## config.mk

```make
export PLATFORM = sky130hd
export DESIGN_NAME = sensorless_bldc_startup_sequencer_core_flat
export DESIGN_NICKNAME = d
export VERILOG_FILES = /design/src/hw/rtl/sbss_pkg.sv /design/src/hw/rtl/sbss_req_if.sv /design/src/hw/rtl/sbss_rsp_if.sv /design/src/hw/rtl/sbss_cfg.sv /design/src/hw/rtl/sbss_engine.sv /design/src/hw/rtl/sensorless_bldc_startup_sequencer_core.sv /design/src/flat_wrapper.sv
export SDC_FILE = /design/constraint.sdc
export NUM_CORES = 1
export LEC_CHECK = 0
export ABC_AREA = 1
export BUFFER_PORTS_ARGS = -buffer_cell sky130_fd_sc_hd__buf_2
export CAP_MARGIN = 20
export CORE_UTILIZATION = 50
export CTS_BUF_LIST = sky130_fd_sc_hd__clkbuf_4 sky130_fd_sc_hd__clkbuf_8
export DETAILED_ROUTE_END_ITERATION = 8
export GPL_ROUTABILITY_DRIVEN = 0
export MAX_ROUTING_LAYER = met4
export PLACE_DENSITY = 0.7
export SLEW_MARGIN = 20
export SYNTH_ARGS = -nofsm -noshare
export SYNTH_HDL_FRONTEND = slang
export SYNTH_HIERARCHICAL = 1
export SYNTH_SLANG_ARGS = --single-unit
```

## constraint.sdc

```tcl
create_clock -name clk -period 8.87 [get_ports clk]
set_clock_uncertainty 0.2 [all_clocks]
set_input_delay 1.774 -clock clk [delete_from_list [all_inputs] [get_ports clk]]
set_output_delay 1.774 -clock clk [all_outputs]
set_load 0.005 [all_outputs]
```

## src/hw/rtl/sbss_pkg.sv

```systemverilog
// ----------------------------------------------------------------------------
// sbss_pkg
// Shared types, codes and helpers of the sensorless BLDC startup sequencer.
// ----------------------------------------------------------------------------
`default_nettype none

package sbss_pkg;

	localparam int unsigned PERIOD_SHIFT   = 3;
	localparam int unsigned PERIOD_DIVISOR = 1 << PERIOD_SHIFT;

	localparam logic [15:0] PERIOD_STEP = 16'd100;
	localparam logic [15:0] DUTY_STEP   = 16'd200;
	localparam logic [7:0]  PWM_TOP     = 8'd255;
	localparam logic [2:0]  LAST_STEP   = 3'd5;

	localparam logic [15:0] START_PERIOD_RST = 16'd20000;
	localparam logic [15:0] START_DUTY_RST   = 16'd2560;
	localparam logic [15:0] END_PERIOD_RST   = 16'd6000;
	localparam logic [15:0] END_DUTY_RST     = 16'd5120;
	localparam logic [15:0] ALIGN_PERIOD_RST = 16'd34464;

	typedef enum logic [2:0] {
		CMD_TIMER     = 3'd0,
		CMD_ZERO_CROSS = 3'd1,
		CMD_START     = 3'd2,
		CMD_STOP      = 3'd3,
		CMD_END_UP    = 3'd4,
		CMD_END_DOWN  = 3'd5,
		CMD_END_RESET = 3'd6,
		CMD_NOP       = 3'd7
	} cmd_t;

	typedef enum logic [2:0] {
		MODE_OFF       = 3'd0,
		MODE_ALIGN     = 3'd1,
		MODE_RAMP_A    = 3'd2,
		MODE_RAMP_B    = 3'd3,
		MODE_FREEWHEEL = 3'd4,
		MODE_CLOSED_A  = 3'd5,
		MODE_CLOSED_B  = 3'd6
	} mode_t;

	typedef enum logic [2:0] {
		REG_START_PERIOD = 3'd0,
		REG_START_DUTY   = 3'd1,
		REG_END_PERIOD   = 3'd2,
		REG_END_DUTY     = 3'd3,
		REG_ALIGN_PERIOD = 3'd4
	} reg_idx_t;

	typedef struct packed {
		logic [15:0] start_period;
		logic [15:0] start_duty;
		logic [15:0] end_period_default;
		logic [15:0] end_duty;
		logic [15:0] align_period;
	} cfg_t;

	typedef struct packed {
		logic [2:0]  run_state;
		logic [2:0]  step;
		logic [2:0]  high_mask;
		logic [2:0]  low_mask;
		logic [1:0]  sense_channel;
		logic        sense_rising;
		logic [15:0] timer_reload;
		logic        timer_restart;
		logic        timer_running;
		logic [7:0]  pwm_compare;
		logic        sense_clear;
	} result_t;

	typedef struct packed {
		logic [2:0] high;
		logic [2:0] low;
		logic [1:0] chan;
		logic       rising;
	} drive_t;

	// six-step commutation table
	function automatic drive_t step_drive(input logic [2:0] s);
		drive_t d;
		d.rising = ~s[0];
		unique case (s)
			3'd1: begin d.high = 3'd2; d.low = 3'd4; d.chan = 2'd0; end
			3'd2: begin d.high = 3'd2; d.low = 3'd1; d.chan = 2'd2; end
			3'd3: begin d.high = 3'd4; d.low = 3'd1; d.chan = 2'd1; end
			3'd4: begin d.high = 3'd4; d.low = 3'd2; d.chan = 2'd0; end
			3'd5: begin d.high = 3'd1; d.low = 3'd2; d.chan = 2'd2; end
			default: begin d.high = 3'd1; d.low = 3'd4; d.chan = 2'd1; d.rising = 1'b1; end
		endcase
		return d;
	endfunction

	function automatic logic [15:0] sat_add(input logic [15:0] a, input logic [15:0] b);
		logic [16:0] s;
		s = {1'b0, a} + {1'b0, b};
		return s[16] ? 16'hFFFF : s[15:0];
	endfunction

	function automatic logic [15:0] sat_sub(input logic [15:0] a, input logic [15:0] b);
		return (a >= b) ? (a - b) : 16'd0;
	endfunction

endpackage

`default_nettype wire

```

## src/hw/rtl/sbss_req_if.sv

```systemverilog
// ----------------------------------------------------------------------------
// sbss_req_if
// Request channel: event command and timer count.
// ----------------------------------------------------------------------------
`default_nettype none

interface sbss_req_if;
	logic        valid;
	logic        ready;
	logic [2:0]  command;
	logic [15:0] timer_count;

	modport source (output valid, output command, output timer_count, input ready);
	modport sink (input valid, input command, input timer_count, output ready);
endinterface

`default_nettype wire

```

## src/hw/rtl/sbss_rsp_if.sv

```systemverilog
// ----------------------------------------------------------------------------
// sbss_rsp_if
// Result channel: drive, sense, timer and pwm status after each event.
// ----------------------------------------------------------------------------
`default_nettype none

interface sbss_rsp_if;
	logic        valid;
	logic        ready;
	logic [2:0]  run_state;
	logic [2:0]  step;
	logic [2:0]  high_mask;
	logic [2:0]  low_mask;
	logic [1:0]  sense_channel;
	logic        sense_rising;
	logic [15:0] timer_reload;
	logic        timer_restart;
	logic        timer_running;
	logic [7:0]  pwm_compare;
	logic        sense_clear;

	modport source (output valid, output run_state, output step, output high_mask,
		output low_mask, output sense_channel, output sense_rising, output timer_reload,
		output timer_restart, output timer_running, output pwm_compare,
		output sense_clear, input ready);
	modport sink (input valid, input run_state, input step, input high_mask,
		input low_mask, input sense_channel, input sense_rising, input timer_reload,
		input timer_restart, input timer_running, input pwm_compare,
		input sense_clear, output ready);
endinterface

`default_nettype wire

```

## src/hw/rtl/sbss_cfg.sv

```systemverilog
// ----------------------------------------------------------------------------
// sbss_cfg
// Configuration register file with write-only access.
// ----------------------------------------------------------------------------
`default_nettype none

module sbss_cfg
	import sbss_pkg::*;
(
	input  wire logic        clk,
	input  wire logic        arst_n,
	input  wire logic        we,
	input  wire logic [2:0]  index,
	input  wire logic [15:0] wdata,
	output cfg_t             cfg
);

	cfg_t cfg_q;

	always_ff @(posedge clk or negedge arst_n) begin
		if (!arst_n) begin
			cfg_q.start_period       <= START_PERIOD_RST;
			cfg_q.start_duty         <= START_DUTY_RST;
			cfg_q.end_period_default <= END_PERIOD_RST;
			cfg_q.end_duty           <= END_DUTY_RST;
			cfg_q.align_period       <= ALIGN_PERIOD_RST;
		end else if (we) begin
			case (reg_idx_t'(index))
				REG_START_PERIOD: cfg_q.start_period       <= wdata;
				REG_START_DUTY:   cfg_q.start_duty         <= wdata;
				REG_END_PERIOD:   cfg_q.end_period_default <= wdata;
				REG_END_DUTY:     cfg_q.end_duty           <= wdata;
				REG_ALIGN_PERIOD: cfg_q.align_period       <= wdata;
				default: begin
				end
			endcase
		end
	end

	assign cfg = cfg_q;

endmodule

`default_nettype wire

```

## src/hw/rtl/sbss_engine.sv

```systemverilog
// ----------------------------------------------------------------------------
// sbss_engine
// Sequencer state and single-pass event logic; result is the new status.
// ----------------------------------------------------------------------------
`default_nettype none

module sbss_engine
	import sbss_pkg::*;
(
	input  wire logic        clk,
	input  wire logic        arst_n,
	input  wire logic        en,
	input  wire logic [2:0]  command,
	input  wire logic [15:0] timer_count,
	input  wire cfg_t        cfg,
	output result_t          result
);

	mode_t       mode_q, mode_d;
	logic [2:0]  step_q, step_d;
	logic [15:0] ramp_period_q, ramp_period_d;
	logic [15:0] ramp_duty_q, ramp_duty_d;
	logic [15:0] end_period_q, end_period_d;
	logic [15:0] avg_q, avg_d;
	logic [2:0]  high_q, high_d;
	logic [2:0]  low_q, low_d;
	logic [1:0]  chan_q, chan_d;
	logic        rising_q, rising_d;
	logic [15:0] reload_q, reload_d;
	logic        running_q, running_d;
	logic [7:0]  pwm_q, pwm_d;
	logic        restart, clr;

	logic [2:0]  step_next;
	drive_t      drv_zero, drv_next;
	logic [15:0] period_div;
	logic [19:0] period_x10;
	logic [17:0] avg_sum;
	logic [15:0] avg_new;
	logic [7:0]  duty_cmp;

	assign step_next  = (step_q >= LAST_STEP) ? 3'd0 : step_q + 3'd1;
	assign drv_zero   = step_drive(3'd0);
	assign drv_next   = step_drive(step_next);
	assign period_div = ramp_period_q >> PERIOD_SHIFT;
	assign period_x10 = {1'b0, ramp_period_q, 3'b000} + {3'b000, ramp_period_q, 1'b0};
	assign avg_sum    = {1'b0, avg_q, 1'b0} + {2'b00, avg_q} + {2'b00, timer_count};
	assign avg_new    = avg_sum[17:2];
	assign duty_cmp   = PWM_TOP - ramp_duty_q[15:8];

	always_comb begin
		mode_d        = mode_q;
		step_d        = step_q;
		ramp_period_d = ramp_period_q;
		ramp_duty_d   = ramp_duty_q;
		end_period_d  = end_period_q;
		avg_d         = avg_q;
		high_d        = high_q;
		low_d         = low_q;
		chan_d        = chan_q;
		rising_d      = rising_q;
		reload_d      = reload_q;
		running_d     = running_q;
		pwm_d         = pwm_q;
		restart       = 1'b0;
		clr           = 1'b0;
		unique case (cmd_t'(command))
			CMD_TIMER: begin
				case (mode_q)
					MODE_ALIGN: begin
						step_d   = 3'd0;
						high_d   = drv_zero.high;
						low_d    = drv_zero.low;
						chan_d   = drv_zero.chan;
						rising_d = drv_zero.rising;
						restart  = 1'b1;
						reload_d = cfg.align_period;
						pwm_d    = duty_cmp;
						mode_d   = MODE_RAMP_A;
					end
					MODE_RAMP_A: begin
						step_d   = step_next;
						high_d   = drv_next.high;
						low_d    = drv_next.low;
						chan_d   = drv_next.chan;
						rising_d = drv_next.rising;
						restart  = 1'b1;
						reload_d = period_div;
						pwm_d    = duty_cmp;
						mode_d   = MODE_RAMP_B;
					end
					MODE_RAMP_B: begin
						restart  = 1'b1;
						reload_d = ramp_period_q - period_div;
						if (ramp_period_q > end_period_q) begin
							ramp_period_d = sat_sub(ramp_period_q, PERIOD_STEP);
							if (ramp_duty_q < cfg.end_duty)
								ramp_duty_d = sat_add(ramp_duty_q, DUTY_STEP);
							mode_d = MODE_RAMP_A;
						end else begin
							clr    = 1'b1;
							mode_d = MODE_FREEWHEEL;
						end
					end
					MODE_FREEWHEEL: high_d = 3'd0;
					MODE_CLOSED_A: begin
						restart  = 1'b1;
						reload_d = (period_x10[19:16] != 4'd0) ? 16'hFFFF : period_x10[15:0];
						mode_d   = MODE_CLOSED_B;
						clr      = 1'b1;
					end
					MODE_CLOSED_B: begin
						high_d    = 3'd0;
						low_d     = 3'd0;
						running_d = 1'b0;
						mode_d    = MODE_OFF;
					end
					default: begin
					end
				endcase
			end
			CMD_ZERO_CROSS: begin
				if (mode_q == MODE_FREEWHEEL || mode_q == MODE_CLOSED_B) begin
					step_d   = step_next;
					high_d   = drv_next.high;
					low_d    = drv_next.low;
					chan_d   = drv_next.chan;
					rising_d = drv_next.rising;
					avg_d    = avg_new;
					restart  = 1'b1;
					reload_d = avg_new >> PERIOD_SHIFT;
					mode_d   = MODE_CLOSED_A;
				end
			end
			CMD_START: begin
				ramp_period_d = cfg.start_period;
				ramp_duty_d   = cfg.start_duty;
				restart       = 1'b1;
				reload_d      = cfg.align_period;
				running_d     = 1'b1;
				mode_d        = MODE_ALIGN;
			end
			CMD_STOP: begin
				high_d    = 3'd0;
				low_d     = 3'd0;
				running_d = 1'b0;
				mode_d    = MODE_OFF;
			end
			CMD_END_UP:    end_period_d = sat_add(end_period_q, PERIOD_STEP);
			CMD_END_DOWN:  end_period_d = sat_sub(end_period_q, PERIOD_STEP);
			CMD_END_RESET: end_period_d = cfg.end_period_default;
			CMD_NOP: begin
			end
		endcase
	end

	always_ff @(posedge clk or negedge arst_n) begin
		if (!arst_n) begin
			mode_q        <= MODE_OFF;
			step_q        <= 3'd0;
			ramp_period_q <= START_PERIOD_RST;
			ramp_duty_q   <= START_DUTY_RST;
			end_period_q  <= END_PERIOD_RST;
			avg_q         <= 16'd0;
			high_q        <= 3'd0;
			low_q         <= 3'd0;
			chan_q        <= 2'd0;
			rising_q      <= 1'b0;
			reload_q      <= 16'd0;
			running_q     <= 1'b0;
			pwm_q         <= PWM_TOP;
		end else if (en) begin
			mode_q        <= mode_d;
			step_q        <= step_d;
			ramp_period_q <= ramp_period_d;
			ramp_duty_q   <= ramp_duty_d;
			end_period_q  <= end_period_d;
			avg_q         <= avg_d;
			high_q        <= high_d;
			low_q         <= low_d;
			chan_q        <= chan_d;
			rising_q      <= rising_d;
			reload_q      <= reload_d;
			running_q     <= running_d;
			pwm_q         <= pwm_d;
		end
	end

	always_comb begin
		result.run_state     = mode_d;
		result.step          = step_d;
		result.high_mask     = high_d;
		result.low_mask      = low_d;
		result.sense_channel = chan_d;
		result.sense_rising  = rising_d;
		result.timer_reload  = reload_d;
		result.timer_restart = restart;
		result.timer_running = running_d;
		result.pwm_compare   = pwm_d;
		result.sense_clear   = clr;
	end

endmodule

`default_nettype wire

```

## src/hw/rtl/sensorless_bldc_startup_sequencer_core.sv

```systemverilog
// ----------------------------------------------------------------------------
// sensorless_bldc_startup_sequencer_core
// Six-step sensorless BLDC startup sequencer: align, open-loop ramp,
// freewheel and zero-cross driven closed loop.
// ----------------------------------------------------------------------------
// Takes one event request per clock while the result side is not stalled, and
// returns one status result per request: each is held in the request register,
// then passes through the single-pass step logic into the result register. The
// result register lets a new request enter while the previous result waits.
// The commutation period divisor is a power of two (package constant).
// Configuration writes take effect at once and are meant for idle periods.
`default_nettype none

module sensorless_bldc_startup_sequencer_core
	import sbss_pkg::*;
(
	input  wire logic        clk,
	input  wire logic        arst_n,
	sbss_req_if.sink         req,
	sbss_rsp_if.source       rsp,
	input  wire logic        cfg_we,
	input  wire logic [2:0]  cfg_index,
	input  wire logic [15:0] cfg_wdata
);

	cfg_t        cfg;
	result_t     result;
	logic        valid_s1;
	logic [2:0]  command_s1;
	logic [15:0] count_s1;
	logic        valid_s2;
	result_t     result_s2;
	logic        adv;

	assign adv       = valid_s1 && (!valid_s2 || rsp.ready);
	assign req.ready = !valid_s1 || adv;

	always_ff @(posedge clk or negedge arst_n) begin
		if (!arst_n) begin
			valid_s1 <= 1'b0;
		end else if (req.ready) begin
			valid_s1 <= req.valid;
		end
	end

	always_ff @(posedge clk) begin
		if (req.ready && req.valid) begin
			command_s1 <= req.command;
			count_s1   <= req.timer_count;
		end
	end

	always_ff @(posedge clk or negedge arst_n) begin
		if (!arst_n) begin
			valid_s2 <= 1'b0;
		end else if (adv) begin
			valid_s2 <= 1'b1;
		end else if (rsp.ready) begin
			valid_s2 <= 1'b0;
		end
	end

	always_ff @(posedge clk) begin
		if (adv)
			result_s2 <= result;
	end

	sbss_cfg u_cfg (
		.clk    (clk),
		.arst_n (arst_n),
		.we     (cfg_we),
		.index  (cfg_index),
		.wdata  (cfg_wdata),
		.cfg    (cfg)
	);

	sbss_engine u_engine (
		.clk         (clk),
		.arst_n      (arst_n),
		.en          (adv),
		.command     (command_s1),
		.timer_count (count_s1),
		.cfg         (cfg),
		.result      (result)
	);

	assign rsp.valid         = valid_s2;
	assign rsp.run_state     = result_s2.run_state;
	assign rsp.step          = result_s2.step;
	assign rsp.high_mask     = result_s2.high_mask;
	assign rsp.low_mask      = result_s2.low_mask;
	assign rsp.sense_channel = result_s2.sense_channel;
	assign rsp.sense_rising  = result_s2.sense_rising;
	assign rsp.timer_reload  = result_s2.timer_reload;
	assign rsp.timer_restart = result_s2.timer_restart;
	assign rsp.timer_running = result_s2.timer_running;
	assign rsp.pwm_compare   = result_s2.pwm_compare;
	assign rsp.sense_clear   = result_s2.sense_clear;

endmodule

`default_nettype wire

```

## src/flat_wrapper.sv

```systemverilog
// flat-port wrapper written by rule: the top's interface ports become plain ports
module sensorless_bldc_startup_sequencer_core_flat import sbss_pkg::*;
  (clk, arst_n, cfg_we, cfg_index, cfg_wdata, req_valid, req_command, req_timer_count, req_ready, rsp_valid, rsp_run_state, rsp_step, rsp_high_mask, rsp_low_mask, rsp_sense_channel, rsp_sense_rising, rsp_timer_reload, rsp_timer_restart, rsp_timer_running, rsp_pwm_compare, rsp_sense_clear, rsp_ready);
  sbss_req_if req_i ();
  sbss_rsp_if rsp_i ();
  input  wire logic clk;
  input  wire logic arst_n;
  input  wire logic cfg_we;
  input  wire logic [2:0] cfg_index;
  input  wire logic [15:0] cfg_wdata;
  input wire logic [$bits(req_i.valid)-1:0] req_valid;
  input wire logic [$bits(req_i.command)-1:0] req_command;
  input wire logic [$bits(req_i.timer_count)-1:0] req_timer_count;
  output wire logic [$bits(req_i.ready)-1:0] req_ready;
  output wire logic [$bits(rsp_i.valid)-1:0] rsp_valid;
  output wire logic [$bits(rsp_i.run_state)-1:0] rsp_run_state;
  output wire logic [$bits(rsp_i.step)-1:0] rsp_step;
  output wire logic [$bits(rsp_i.high_mask)-1:0] rsp_high_mask;
  output wire logic [$bits(rsp_i.low_mask)-1:0] rsp_low_mask;
  output wire logic [$bits(rsp_i.sense_channel)-1:0] rsp_sense_channel;
  output wire logic [$bits(rsp_i.sense_rising)-1:0] rsp_sense_rising;
  output wire logic [$bits(rsp_i.timer_reload)-1:0] rsp_timer_reload;
  output wire logic [$bits(rsp_i.timer_restart)-1:0] rsp_timer_restart;
  output wire logic [$bits(rsp_i.timer_running)-1:0] rsp_timer_running;
  output wire logic [$bits(rsp_i.pwm_compare)-1:0] rsp_pwm_compare;
  output wire logic [$bits(rsp_i.sense_clear)-1:0] rsp_sense_clear;
  input wire logic [$bits(rsp_i.ready)-1:0] rsp_ready;
  assign req_i.valid = req_valid;
  assign req_i.command = req_command;
  assign req_i.timer_count = req_timer_count;
  assign req_ready = req_i.ready;
  assign rsp_valid = rsp_i.valid;
  assign rsp_run_state = rsp_i.run_state;
  assign rsp_step = rsp_i.step;
  assign rsp_high_mask = rsp_i.high_mask;
  assign rsp_low_mask = rsp_i.low_mask;
  assign rsp_sense_channel = rsp_i.sense_channel;
  assign rsp_sense_rising = rsp_i.sense_rising;
  assign rsp_timer_reload = rsp_i.timer_reload;
  assign rsp_timer_restart = rsp_i.timer_restart;
  assign rsp_timer_running = rsp_i.timer_running;
  assign rsp_pwm_compare = rsp_i.pwm_compare;
  assign rsp_sense_clear = rsp_i.sense_clear;
  assign rsp_i.ready = rsp_ready;
  sensorless_bldc_startup_sequencer_core u_core (.clk(clk), .arst_n(arst_n), .req(req_i), .rsp(rsp_i), .cfg_we(cfg_we), .cfg_index(cfg_index), .cfg_wdata(cfg_wdata));
endmodule
```

# [Word-level counts from Yosys, hierarchy flattened]
# Cells that the tools add are included.
[word_totals] register_bits=247 wordCells=148
[op_classes] bitwise=1 add_sub_neg=10 eq_ne=24 n_reduce_logical=26 order_cmp=5 mux=49
[ops] cell="two-way mux 16 bit" n=11
[ops] cell="one-hot mux 16 bit (3 select lines)" n=2
[ops] cell="one-hot mux 16 bit (2 select lines)" n=2
[ops] cell="one-hot mux 16 bit (4 select lines)" n=1
[ops] cell="one-hot mux 8 bit (5 select lines)" n=1
[ops] cell="one-hot mux 3 bit (3 select lines)" n=4
[ops] cell="greater-or-equal comparator 16 x 7 -> 1 bit (second input constant)" n=2
[ops] cell="subtractor 16 x 7 -> 16 bit (second input constant)" n=2
[ops] cell="== test 3 bit (second input constant)" n=9
[ops] cell="== test 3 x 2 -> 1 bit (second input constant)" n=8
[ops] cell="adder 19 x 17 -> 20 bit" n=1
[ops] cell="adder 17 x 16 -> 18 bit" n=1
[ops] cell="adder 18 x 16 -> 18 bit" n=1
[ops] cell="two-way mux 3 bit" n=6
[ops] cell="adder 16 x 7 -> 17 bit (second input constant)" n=1
[ops] cell="adder 16 x 8 -> 17 bit (second input constant)" n=1
[ops] cell="greater-than comparator 16 bit" n=1
[ops] cell="< comparator 16 bit" n=1
[ops] cell="two-way mux 8 bit" n=2
[ops] cell="subtractor 16 x 13 -> 16 bit" n=1
[ops] cell="one-hot mux 3 bit (5 select lines)" n=1
[ops] cell="== test 3 x 1 -> 1 bit (second input constant)" n=4
[ops] cell="one-hot mux 3 bit (2 select lines)" n=2
[ops] cell="one-hot mux 3 bit (4 select lines)" n=1
[ops] cell="24 further kinds" n=49

# [Logic depth before layout (Yosys ltp)]
# Gate-level depths: netlist of run 1.
[logic_depth] depth_word=7 mapped_depth=19 mapped_depth_nobuf=19

# [By module]
# The synthesis of run 1 kept the hierarchy.
[modules_own_cells] module="sbss_engine" cells_each=1623 seq_area_each_um2=2630.0 n_inst=1 area_per_inst_um2=10676.5
[modules_own_cells] module="sbss_cfg" cells_each=356 seq_area_each_um2=2028.2 n_inst=1 area_per_inst_um2=3270.6
[modules_own_cells] module="sensorless_bldc_startup_sequencer_core" cells_each=73 seq_area_each_um2=1881.8 n_inst=1 area_per_inst_um2=1926.8

# [Worst setup path before layout of run 1]
# OpenSTA, ideal clock, no wires.
[synth_timing] kind="input-to-reg" start="in rsp_ready" end="reg u_core.u_engine.end_period_q[12]" n_path_buf=2 required_time_ns=8.590 stages=8 path_slack_ns=3.150 arrival_time_ns=5.440 cell_sequence="inv_2 -> a21oi_1 -> buf_2 -> clkinv_1 -> nor3_1 -> buf_2 -> o221ai_1 -> o21ai_0"
[synth_between] elab_chain_len=3
[synth_lines] element="from (decl)" line_no="flat_wrapper.sv:27" source="input wire logic [$bits(rsp_i.ready)-1:0] rsp_ready;"
[synth_lines] element="logical OR 1 bit" line_no="sensorless_bldc_startup_sequencer_core.sv:35" source="assign adv = valid_s1 && (!valid_s2 || rsp.ready);"
[synth_lines] element="logical AND 1 bit" line_no="sensorless_bldc_startup_sequencer_core.sv:35"
[synth_lines] element="via u_core.adv" line_no="sensorless_bldc_startup_sequencer_core.sv:33" source="logic adv;"
[synth_lines] element="AND reduction 2 bit (no source line)"
[synth_lines] element="to (signal assigned)" line_no="sbss_engine.sv:177" source="end_period_q <= end_period_d;"
[synth_lines] element="to (decl)" line_no="sbss_engine.sv:23" source="logic [15:0] end_period_q, end_period_d;"
# The timed path passes the listed nets, and every way through them passes these cells.
# A chain may end at the register's enable or synchronous reset.

# [Worst setup path after layout of run 1]
[layout_timing] start="in rsp_ready" end="out req_ready"
[layout_between] elab_chain_len=3
[layout_lines] element="logical OR 1 bit" line_no="sensorless_bldc_startup_sequencer_core.sv:35"
[layout_lines] element="logical AND 1 bit" line_no="sensorless_bldc_startup_sequencer_core.sv:35"
[layout_lines] element="logical OR 1 bit" line_no="sensorless_bldc_startup_sequencer_core.sv:36" source="assign req.ready = !valid_s1 || adv;"
[layout_lines] element="to (decl)" line_no="flat_wrapper.sv:14" source="output wire logic [$bits(req_i.ready)-1:0] req_ready;"
# Every way passes these cells.

==> results of run 1 <==
==> report_power, final <==
part	leakage, uW	internal, uW	total, uW	switching (uW)
sequential	0.00284	1490	1820	326
clock	0.000514	650	1140	486
combinational	0.00526	918	2540	1630
==> worst min-delay path: cells and delay by family, from the launching register on <==
kind	cells	cell delay [ns]
DFF	1	0.33
and+or+nand+nor	2	0.10
==> state kept, by name, indices dropped and copies added, names as in the netlist, 8 cells and up <==
name,cells
u_core/u_engine/end_period_q,16
u_core/u_cfg/cfg,80
u_core/rsp.timer_reload,16
u_core/u_engine/pwm_q,8
u_core/u_engine/ramp_duty_q,16
u_core/u_engine/avg_q,16
u_core/count_s1,16
u_core/u_engine/reload_q,16
u_core/u_engine/ramp_period_q,16
u_core/rsp.pwm_compare,8
==> final cells by class <==
class                           count  area share (%)
Inverter                          214            4.60
Timing Repair Buffer               93            2.81
Clock buffer                       70            4.93
Tap cell                          396            2.83
Clock inverter                     14           0.550
Multi-Input combinational cell   1531            46.9
Sequential cell                   247            37.4
==> layout by cell type (no fill, tap or decap), types with 4 or more instances in the layout <==
master    netlist  routed
dfstp_2        43      43
nor2_4          6       6
nand3b_1       11      11
nor2_1        112     111
a31oi_1        10      10
nand2_2         7       7
nand4_1        12      12
or2_2          11      11
clkbuf_4        0      16
dfrtp_1       143     143
clkinv_2        1       8
clkinv_1        6      10
nor3_1         14      13
buf_2          18      85
xor2_1         31      31
ha_1           84      84
nor4_1          5       5
nand3_1       179     179
buf_4          11       7
o211ai_1       15      15
o21bai_1        5       5
o221ai_1        7       7
o21ai_2         4       4
o21ai_0       149     149
xnor2_1         8       8
nand2_1       668     668
o22ai_1        14      14
fa_1           18      18
a21oi_1        93      92
nor2_2          5       6
edfxtp_1       61      61
inv_2          14      14
a22oi_1        12      12
a221oi_1       10      10
a21o_1          4       4
nand3_2         8       8
clkbuf_8        0      55
inv_1         193     193
==> routing by layer <==
layer	up-vias	track usage, %	wire length [um]
li1	6963	-	-
met3	111	4.10	3270
met1	6744	37.1	19300
met2	577	42.8	19500
met5	-	-	0
met4	0	11.2	1670
==> logic make-up (layout without fill, tap and decap cells) <==
group / Yosys count / in the layout
simple gates: 1050 / 1050
compound gates: 340 / 340
buf+inv: 274 / 391
flops: 247 / 247
fa+ha+maj: 102 / 102
xor+xnor: 39 / 39
==> how the worst max path moves through the flow <==
stage	end	slack (ns)	from
after floorplan	u_core/u_engine/end_period_q[12]$_DFFE_PN1P_	3.15	rsp_ready
after global placement	req_ready	4.73	rsp_ready
after detailed placement	req_ready	4.72	rsp_ready
after CTS	req_ready	4.72	rsp_ready
after global routing	req_ready	4.69	rsp_ready
final	req_ready	4.73	rsp_ready
==> through the flow <==
step | std cells | util [%] | worst slack [ns]
detailed placement | 2481 | 53.5 | 4.72
finish | 2565 | 56.6 | 4.73
floorplan | 2052 | - | 3.15
CTS | 2565 | 56.6 | 4.72
global route | 2565 | 56.6 | 4.69
global placement | 2481 | 53.5 | 4.73
==> results.py, run 1 <==
metrics = {
    "outcome": {
        "run_status": "complete, no violations",
    },
    "sta": {
        "final-hold-violation-count": 0,
        "setup_repair_after_global_routing_missed_its_margin": "false",
        "worst_pin_slew_ns": 1.06,
        "finalCriticalPeriod_ns": 4.14,
        "final.period_utilization_pct": 46.7,
        "report.final.setup_viol": 0,
        "maxSlewHeadroom_pct": 29.1,
        "fmax_ghz": 0.241,
        "totalNegativeSetupSlack_ns": 0,
        "final.hold.worst_slack_ns": 0.262,
        "maxSlewViolCount": 0,
    },
    "yosys": {
        "yosys.area.top_type_share_pct": 22.5,
        "async_flop_share_pct": 75.3,
        "synth.largest_area_cell": "dfrtp_1",
        "edff_count_synth": 61,
        "synth.top_cells.by_area": "dfrtp_1 (23%), nand2_1 (16%), edfxtp_1 (12%)",
        "synth.yosys.seq_area_share_pct": 41.2,
        "mappedNetlistNets": 2197,
        "synth-compound-area-share_pct": 12.2,
        "syn-instance-count": 2052,
        "synthSimpleGateAreaFrac_pct": 28.3,
        "synth.cells.most_frequent": "nand2_1 (668), inv_1 (193), nand3_1 (179)",
        "dominantRegCellSynth": "dfrtp_1",
        "yosysUniqueCellTypes": 56,
        "synth-xor-area-share_pct": 2.15,
        "ys_ff_latch": 247,
        "combinational_family_with_the_most_area_after_synthesis": "simple AND/OR/NAND/NOR gates",
        "synthMostInstantiatedCell": "nand2_1",
        "synth_warnings": 6,
        "syn_avg_cell_area_sq_um": 7.74,
        "muxShareOfSynthArea_pct": 0,
        "adder_cell_area_share_of_the_yosys_netlist_pct": 8.89,
        "mappedNetlistArea_sq_um": 15900,
    },
    "worst_setup_path": {
        "timing.critical_path.fanout_max": 3,
        "crit_chain": "buf_2 > inv_2 > nand3_2 > buf_2",
        "rr_startpoint": "u_core/command_s1[1]$_DFFE_PP_",
        "r2r_end": "u_core/u_engine/avg_q[4]$_DFFE_PN0P_",
        "slowest_delay_ns": 0.14,
        "worst_ep_required_time_ns": 6.90,
        "critPathKind": "primary input to output pin",
        "critical_path.top_delay_family": "buffers and inverters",
        "worst_path_max_delay_cell": "buf_2",
        "startpoint_type": "primary input",
        "worst-endpoint-arrival_ns": 2.17,
        "r2r.worst_path.cells": 10,
        "cp_num_buf_inv": 3,
        "ff2ff_setup_slack_ns": 5.34,
        "timing.critical_path.to_type": "output pin",
        "path_common_cell": "buf_2",
        "path_depth": 4,
    },
    "cells_and_area": {
        "area_of_the_multi_input_gates_sq_um": 8210,
        "number_of_diodes_added_for_antenna_fixing": 0,
        "post-route-cell-area_sq_um": 17500,
        "drive_gt1_share_pct": 13.0,
        "seq_area_sq_um": 6540,
        "filler_cell_count": 2887,
        "post_synthesis_to_final_layout_area_growth_pct": 10.3,
        "num-nets-final": 2277,
    },
    "clocking": {
        "tritoncts": "yes",
        "root_buffer": "clkbuf_8",
        "ctsResizeCount": 0,
        "clkSinkCount": 247,
        "cts_max_level": 2,
        "clk_pin_slew_worst_paths_ns": 0.05,
        "hold_buffers": 0,
        "worstSkewPairLatency_ns": 0.58,
        "cts_bufs_inserted": 45,
        "cts-root-to-sink-buffers": 3,
        "post-cts-setup-buffer-count": 0,
    },
    "routing": {
        "drt_pre_antenna_iters": 6,
        "detail_route.vias_per_cell": 5.61,
        "drt_iter0_markers": 1333,
        "via_count": 14400,
        "post_drt_wl_per_cell_um": 17.1,
        "route.final.wire_length_um": 43800,
        "post-route-drc-count": 0,
        "detail-route-antenna-nets": 0,
    },
    "grt": {
        "grt_pass1_wl_um": 70600,
        "grtUsageTotal_pct": 27.9,
        "vias_in_the_first_global_route": 13800,
        "grt_max_degree": 96,
        "number_of_antenna_violations_at_the_first_check_in_global_routing": 0,
        "grt_overflow_total": 0,
    },
    "die": {
        "rows": 64,
        "top_level_ports": 87,
        "core_sq_um": 30900,
        "floorplan.initialDensity_pct": 51.4,
        "die_height_um": 180,
        "floorplan_die_width_um": 180,
        "design.die.area_sq_um": 32500,
    },
    "hold_path": {
        "min_delay_startpoint": "u_core/u_cfg/cfg[54]$_DFFE_PN0P_",
        "timing.hold.worst_path_depth": 2,
        "whs_endpoint": "u_core/u_cfg/cfg[54]$_DFFE_PN0P_",
        "hold_class": "register to register",
    },
    "power": {
        "leakagePower_uw": 0.00861,
        "worst_ir_drop_vdd_uv": 166,
        "power.total_uw": 5500,
        "power.density_cell_area_nw_per_um2": 314,
    },
    "placed_design": {
        "detailed_place_hpwl_um": 31500,
        "dpl-instance-area_sq_um": 16500,
        "count_of_input_and_output_buffers": 86,
    },
    "run": {
        "max-cap-violations": 0,
    },
}
No activity file was read; power rests on OpenSTA's default activity.
==> inputs of run 2 (changes only) <==
Settings changed: ABC_AREA 1 to 0, PLACE_DENSITY 0.7 to 0.73.
Clock period 8.87 ns to 3.37 ns, I/O delays scaled along.
==> results.py, run 2 <==
metrics = {
    "hold_path": {
        "hold_class": "primary input to register",
        "min_delay_startpoint": "req_timer_count[7]",
    },
    "yosys": {
        "edff_count_synth": 61,
        "ys_ff_latch": 247,
        "dominantRegCellSynth": "dfrtp_1",
        "synth.top_cells.by_area": "dfrtp_1 (23%), edfxtp_1 (12%), mux2_2 (8.5%)",
        "mappedNetlistArea_sq_um": 15300,
        "yosysUniqueCellTypes": 89,
        "synth_warnings": 6,
        "synth.yosys.seq_area_share_pct": 42.7,
        "yosys.area.top_type_share_pct": 23.4,
        "synth.largest_area_cell": "dfrtp_1",
        "syn_avg_cell_area_sq_um": 10.1,
        "async_flop_share_pct": 75.3,
        "mappedNetlistNets": 1656,
        "syn-instance-count": 1511,
        "synthMostInstantiatedCell": "dfrtp_1",
        "synth.cells.most_frequent": "dfrtp_1 (143), a21oi_1 (131), o21ai_0 (127)",
    },
    "worst_setup_path": {
        "worstSetupEndpoint": "u_core/rsp.timer_reload[11]$_DFFE_PP_",
        "timing.critical_path.fanout_max": 2,
        "r2r.worst_path.cells": 13,
        "crit_path_start": "u_core/u_engine/ramp_period_q[2]$_DFFE_PN0P_",
        "timing.critical_path.to_type": "register",
        "worst_ep_required_time_ns": 3.46,
        "rr_startpoint": "u_core/u_engine/ramp_period_q[2]$_DFFE_PN0P_",
        "r2r_end": "u_core/rsp.timer_reload[11]$_DFFE_PP_",
        "ff2ff_setup_slack_ns": -0.12,
        "worst-endpoint-arrival_ns": 3.59,
        "startpoint_type": "register",
        "critPathKind": "register to register",
    },
    "power": {
        "leakagePower_uw": 0.00793,
        "power.density_cell_area_nw_per_um2": 956,
        "worst_ir_drop_vdd_uv": 444,
    },
    "cells_and_area": {
        "num-nets-final": 1849,
        "most_common_library_cell_in_the_layout_ignoring_fill_and_taps": "dfrtp_1",
        "largest_register_ffs": 80,
        "number_of_diodes_added_for_antenna_fixing": 0,
        "drive_gt1_share_pct": 31.7,
        "layout_common_cells": "dfrtp_1 (138), buf_4 (129), a21oi_1 (126)",
        "postLayoutCoreUtil_pct": 61.3,
        "post_synthesis_to_final_layout_area_growth_pct": 19.5,
        "post-route-cell-area_sq_um": 18300,
    },
    "sta": {
        "worst_pin_slew_ns": 0.920,
        "final_critical_path_setup_slack_ns": -0.124,
        "finalCriticalPeriod_ns": 3.49,
        "maxSlewViolCount": 0,
        "setup_repair_after_global_routing_missed_its_margin": "true",
        "final.period_utilization_pct": 104,
        "final.hold.worst_slack_ns": 0.0740,
        "fmax_ghz": 0.286,
        "report.final.setup_viol": 5,
        "maxSlewHeadroom_pct": 38.7,
        "final-hold-violation-count": 0,
    },
    "routing": {
        "post-route-drc-count": 0,
        "drt_pre_antenna_iters": 5,
        "detail-route-antenna-nets": 0,
        "drt_iter0_markers": 1338,
        "via_count": 13200,
        "detail_route.vias_per_cell": 6.21,
        "post_drt_wl_per_cell_um": 20.7,
        "route.final.wire_length_um": 44000,
    },
    "die": {
        "die_height_um": 177,
        "rows": 63,
        "design.die.area_sq_um": 31300,
        "floorplan.initialDensity_pct": 51.3,
        "top_level_ports": 87,
        "floorplan_die_width_um": 177,
        "core_sq_um": 29900,
    },
    "clocking": {
        "cts_bufs_inserted": 43,
        "cts_max_level": 2,
        "root_buffer": "clkbuf_8",
        "clkSinkCount": 247,
        "tritoncts": "yes",
        "clk_pin_slew_worst_paths_ns": 0.06,
        "cts-root-to-sink-buffers": 3,
        "worstSkewPairLatency_ns": 0.58,
    },
    "grt": {
        "vias_in_the_first_global_route": 12800,
        "grt_overflow_total": 0,
        "grt_pass1_wl_um": 69500,
        "number_of_antenna_violations_at_the_first_check_in_global_routing": 0,
        "grt_max_degree": 74,
        "grtUsageTotal_pct": 29.1,
    },
    "outcome": {
        "failed_checks": "negative setup slack",
        "run_status": "finished with violations",
    },
    "run": {
        "max-cap-violations": 0,
    },
    "placed_design": {
        "dpl-instance-area_sq_um": 16800,
        "count_of_input_and_output_buffers": 86,
        "detailed_place_hpwl_um": 31400,
        "place_worst_setup_slack_ns": -0.204,
    },
}
-- run 2: cell types whose count changed after synthesis, moves of 22 or more --
cell / before / now
xnor2_1: 8 / 33
nand3_1: 179 / 28
mux2_2: 0 / 115
a21o_1: 4 / 27
nor2_1: 112 / 76
a21oi_1: 93 / 131
inv_1: 193 / 75
xor2_1: 31 / 8
clkbuf_1: 19 / 51
o21ai_0: 149 / 127
nand2_1: 668 / 123
-- run 2: through the flow --
stage / total power [uW] / TNS, ns / instances
floorplan: 10400 / 0 / 1511
global placement: 13200 / -0.513 / 2032
detailed placement: 13400 / -1.80 / 2032
CTS: 16600 / -0.0219 / 2119
global route: 18600 / -1.24 / 2128
finish: 17500 / -0.233 / 2128
-- run 2: how the worst min path moves through the flow --
stage / endpoint / depth (start not counted)
after detailed placement: u_core/u_engine/ramp_duty_q[0]$_DFFE_PN0P_ / 2
after global placement: u_core/u_engine/reload_q[15]$_DFFE_PN0P_ / 2
after floorplan: u_core/rsp.valid$_DFFE_PN0P_ / 0
after CTS: u_core/count_s1[7]$_DFFE_PP_ / 1
final: u_core/count_s1[7]$_DFFE_PP_ / 1
after global routing: u_core/count_s1[4]$_DFFE_PP_ / 1
-- run 2: final cells by class --
cell class	count	area (sq um)
Fill cell	2444	11600
Timing Repair Buffer	222	1510
Sequential cell	247	6550
Multi-Input combinational cell	1113	8560
Clock inverter	9	52.6
Inverter	77	289
Tap cell	390	488
Clock buffer	70	857
-- run 2: timing repair --
action                                 in CTS  in global routing
gates resized for setup                    19                 73
setup endpoints to repair                  29                 45
buffers inserted                            6                 12
endpoints found under the hold margin      50                  0
gates cloned                                1                  0
pin swaps                                  11                 37
hold buffers                                1                  0
-- run 2: worst max-delay path: stages, from the launching register on --
cell and delay, ns:
dfrtp_1 0.39, ha_2 0.20, fa_2 0.37, buf_4 0.15, buf_4 0.13, a21o_1 0.22
a2111oi_4 0.34, o21bai_1 0.13, a21oi_1 0.24, xnor2_1 0.14, a311oi_2 0.38, o21ai_2 0.11
a21oi_2 0.13, o21ai_1 0.08
-- run 2: per-layer routing --
metal / vias up / share of wire, % / GRT usage [%] / wire (um)
li1: 6031 / - / - / -
met1: 6447 / 41 / 38.1 / 18200
met2: 619 / 46 / 44.8 / 20300
met3: 123 / 8.8 / 5.65 / 3850
met4: 0 / 3.7 / 10.7 / 1650
met5: - / 0 / - / 0
-- run 2: report_power, final --
group | switching, uW | internal [uW] | total, uW
Sequential | 861 | 4090 | 4960
Clock | 1260 | 1610 | 2870
Combinational | 5370 | 4310 | 9680
-- run 2: cell families after synthesis --
kind of cell               after synthesis  share of synthesized area [%]
muxes                                  122                           8.91
AOI/OAI and AO/OA                      490                           20.9
xor gates and xnor gates                41                           2.34
and+or+nand+nor                        357                           11.6
DFF                                    247                           42.7
buffers and inverters                  152                           4.31
adders and majority gates              102                           9.21
==> inputs of run 3 (changes only) <==
Settings changed: BUFFER_PORTS_ARGS -buffer_cell sky130_fd_sc_hd__buf_2 to -buffer_cell sky130_fd_sc_hd__buf_4.
==> results.py, run 3 (same netlist as run 2, synthesis figures left out) <==
metrics = {
    "outcome": {
        "run_status": "finished with violations",
        "failed_checks": "negative setup slack",
    },
    "sta": {
        "final.period_utilization_pct": 102,
        "worst_pin_slew_ns": 0.971,
        "finalCriticalPeriod_ns": 3.45,
        "maxSlewHeadroom_pct": 34.8,
        "setup_repair_after_global_routing_missed_its_margin": "true",
        "final_critical_path_setup_slack_ns": -0.0805,
        "report.final.setup_viol": 5,
        "maxSlewViolCount": 0,
        "final-hold-violation-count": 0,
        "fmax_ghz": 0.290,
    },
    "cells_and_area": {
        "post_synthesis_to_final_layout_area_growth_pct": 20.4,
        "most_common_library_cell_in_the_layout_ignoring_fill_and_taps": "buf_4",
        "largest_register_ffs": 80,
        "number_of_diodes_added_for_antenna_fixing": 0,
        "drive_gt1_share_pct": 30.8,
        "layout_common_cells": "buf_4 (198), dfrtp_1 (139), a21oi_1 (127)",
        "num-nets-final": 1836,
    },
    "worst_setup_path": {
        "ff2ff_setup_slack_ns": -0.08,
        "r2r_end": "u_core/u_engine/reload_q[10]$_DFFE_PN0P_",
        "critPathKind": "register to register",
        "worst-endpoint-arrival_ns": 3.69,
        "startpoint_type": "register",
        "timing.critical_path.fanout_max": 5,
        "worst_ep_required_time_ns": 3.61,
        "rr_startpoint": "u_core/u_engine/ramp_period_q[0]$_DFFE_PN0P_",
        "timing.critical_path.to_type": "register",
        "r2r.worst_path.cells": 11,
    },
    "hold_path": {
        "hold_class": "primary input to register",
        "whs_endpoint": "u_core/command_s1[2]$_DFFE_PP_",
        "timing.hold.worst_path_depth": 1,
        "min_delay_startpoint": "req_command[2]",
    },
    "die": {
        "floorplan_die_width_um": 177,
        "die_height_um": 177,
        "floorplan.initialDensity_pct": 51.3,
        "top_level_ports": 87,
        "rows": 63,
        "design.die.area_sq_um": 31300,
        "core_sq_um": 29900,
    },
    "grt": {
        "vias_in_the_first_global_route": 13000,
        "grtUsageTotal_pct": 29.4,
        "grt_max_degree": 73,
        "grt_pass1_wl_um": 70200,
        "grt_overflow_total": 0,
        "number_of_antenna_violations_at_the_first_check_in_global_routing": 0,
    },
    "placed_design": {
        "place_worst_setup_slack_ns": -0.232,
        "detailed_place_hpwl_um": 31800,
        "count_of_input_and_output_buffers": 86,
    },
    "routing": {
        "detail-route-antenna-nets": 0,
        "drt_pre_antenna_iters": 6,
        "route.final.wire_length_um": 44900,
        "via_count": 13400,
        "post_drt_wl_per_cell_um": 21.2,
        "detail_route.vias_per_cell": 6.33,
        "drt_iter0_markers": 1370,
        "post-route-drc-count": 0,
    },
    "power": {
        "power.density_cell_area_nw_per_um2": 949,
        "worst_ir_drop_vdd_uv": 455,
        "power.total_uw": 17500,
        "leakagePower_uw": 0.00792,
    },
    "clocking": {
        "cts-root-to-sink-buffers": 3,
        "clkSinkCount": 247,
        "cts_bufs_inserted": 43,
        "root_buffer": "clkbuf_8",
        "clk_pin_slew_worst_paths_ns": 0.06,
        "cts_max_level": 2,
        "tritoncts": "yes",
        "worstSkewPairLatency_ns": 0.57,
    },
    "run": {
        "max-cap-violations": 0,
    },
}
run 3: stage by stage:
stage               hold WS, ns  cell area (sq um)  util [%]  cells  setup TNS [ns]
floorplan                 0.178              15300         -   1511               0
global placement          0.281              17000      56.8   2024          -0.560
detailed placement        0.290              17000      56.8   2024           -3.46
CTS                      0.0551              18100      60.7   2111         -0.0761
global route             0.0601              18400      61.7   2115           -1.60
finish                   0.0862              18400      61.7   2115          -0.189
run 3: worst max-delay path by stage:
stage / startpoint / end / slack [ns] / cells past startpoint
after CTS: u_core/u_engine/ramp_period_q[8]$_DFFE_PN0P_ / u_core/u_engine/reload_q[8]$_DFFE_PN0P_ / -0.05 / 11
after global routing: u_core/u_engine/avg_q[1]$_DFFE_PN0P_ / u_core/u_engine/reload_q[10]$_DFFE_PN0P_ / -0.16 / 13
final: u_core/u_engine/ramp_period_q[0]$_DFFE_PN0P_ / u_core/u_engine/reload_q[10]$_DFFE_PN0P_ / -0.08 / 11
after global placement: u_core/u_engine/ramp_period_q[2]$_DFFE_PN0P_ / u_core/u_engine/reload_q[8]$_DFFE_PN0P_ / -0.11 / 12
after detailed placement: u_core/u_engine/ramp_period_q[2]$_DFFE_PN0P_ / u_core/u_engine/reload_q[9]$_DFFE_PN0P_ / -0.23 / 11
after floorplan: u_core/u_engine/ramp_period_q[2]$_DFFE_PN0P_ / u_core/rsp.timer_reload[2]$_DFFE_PP_ / 0.03 / 11
run 3: cell type report:
type,count,area (sq um)
timing repair buffer,209,1630
multi-input combinational,1113,8560
clock buffer,63,792
inverter,77,289
clock inverter,16,141
tap,390,488
sequential,247,6550
fill,2412,11400
run 3: routing by layer:
metal	up-vias	share of wire, %	global-route usage, %
met3	172	8.6	5.69
met1	6480	41	38.3
met5	-	0	-
met2	708	46	45.1
met4	0	4.5	12.0
li1	6019	-	-
run 3: report_power, final:
group          leakage [uW]  total (uW)  switching [uW]  internal (uW)
sequential          0.00281        4980             889           4090
combinational       0.00461        9550            5320           4230
clock              0.000491        2970            1290           1680
run 3: critical path: stages, from the launching register on:
cell and delay (ns):
dfrtp_1 0.38, ha_2 0.21, fa_2 0.40, a211oi_4 0.28, nor4_4 0.09, o311ai_2 0.28
a211oi_2 0.12, nor3_2 0.28, a31oi_4 0.20, o21ai_0 0.48, o21ai_2 0.12, mux2_4 0.27
run 3: repair_timing:
item | CTS | global route
pin swaps | 17 | 35
gates resized for setup | 27 | 64
endpoints found under the setup margin | 34 | 44
endpoints found under the hold margin | 55 | 0
gates cloned | 1 | 1
hold buffers | 1 | 0
setup buffers | 6 | 4
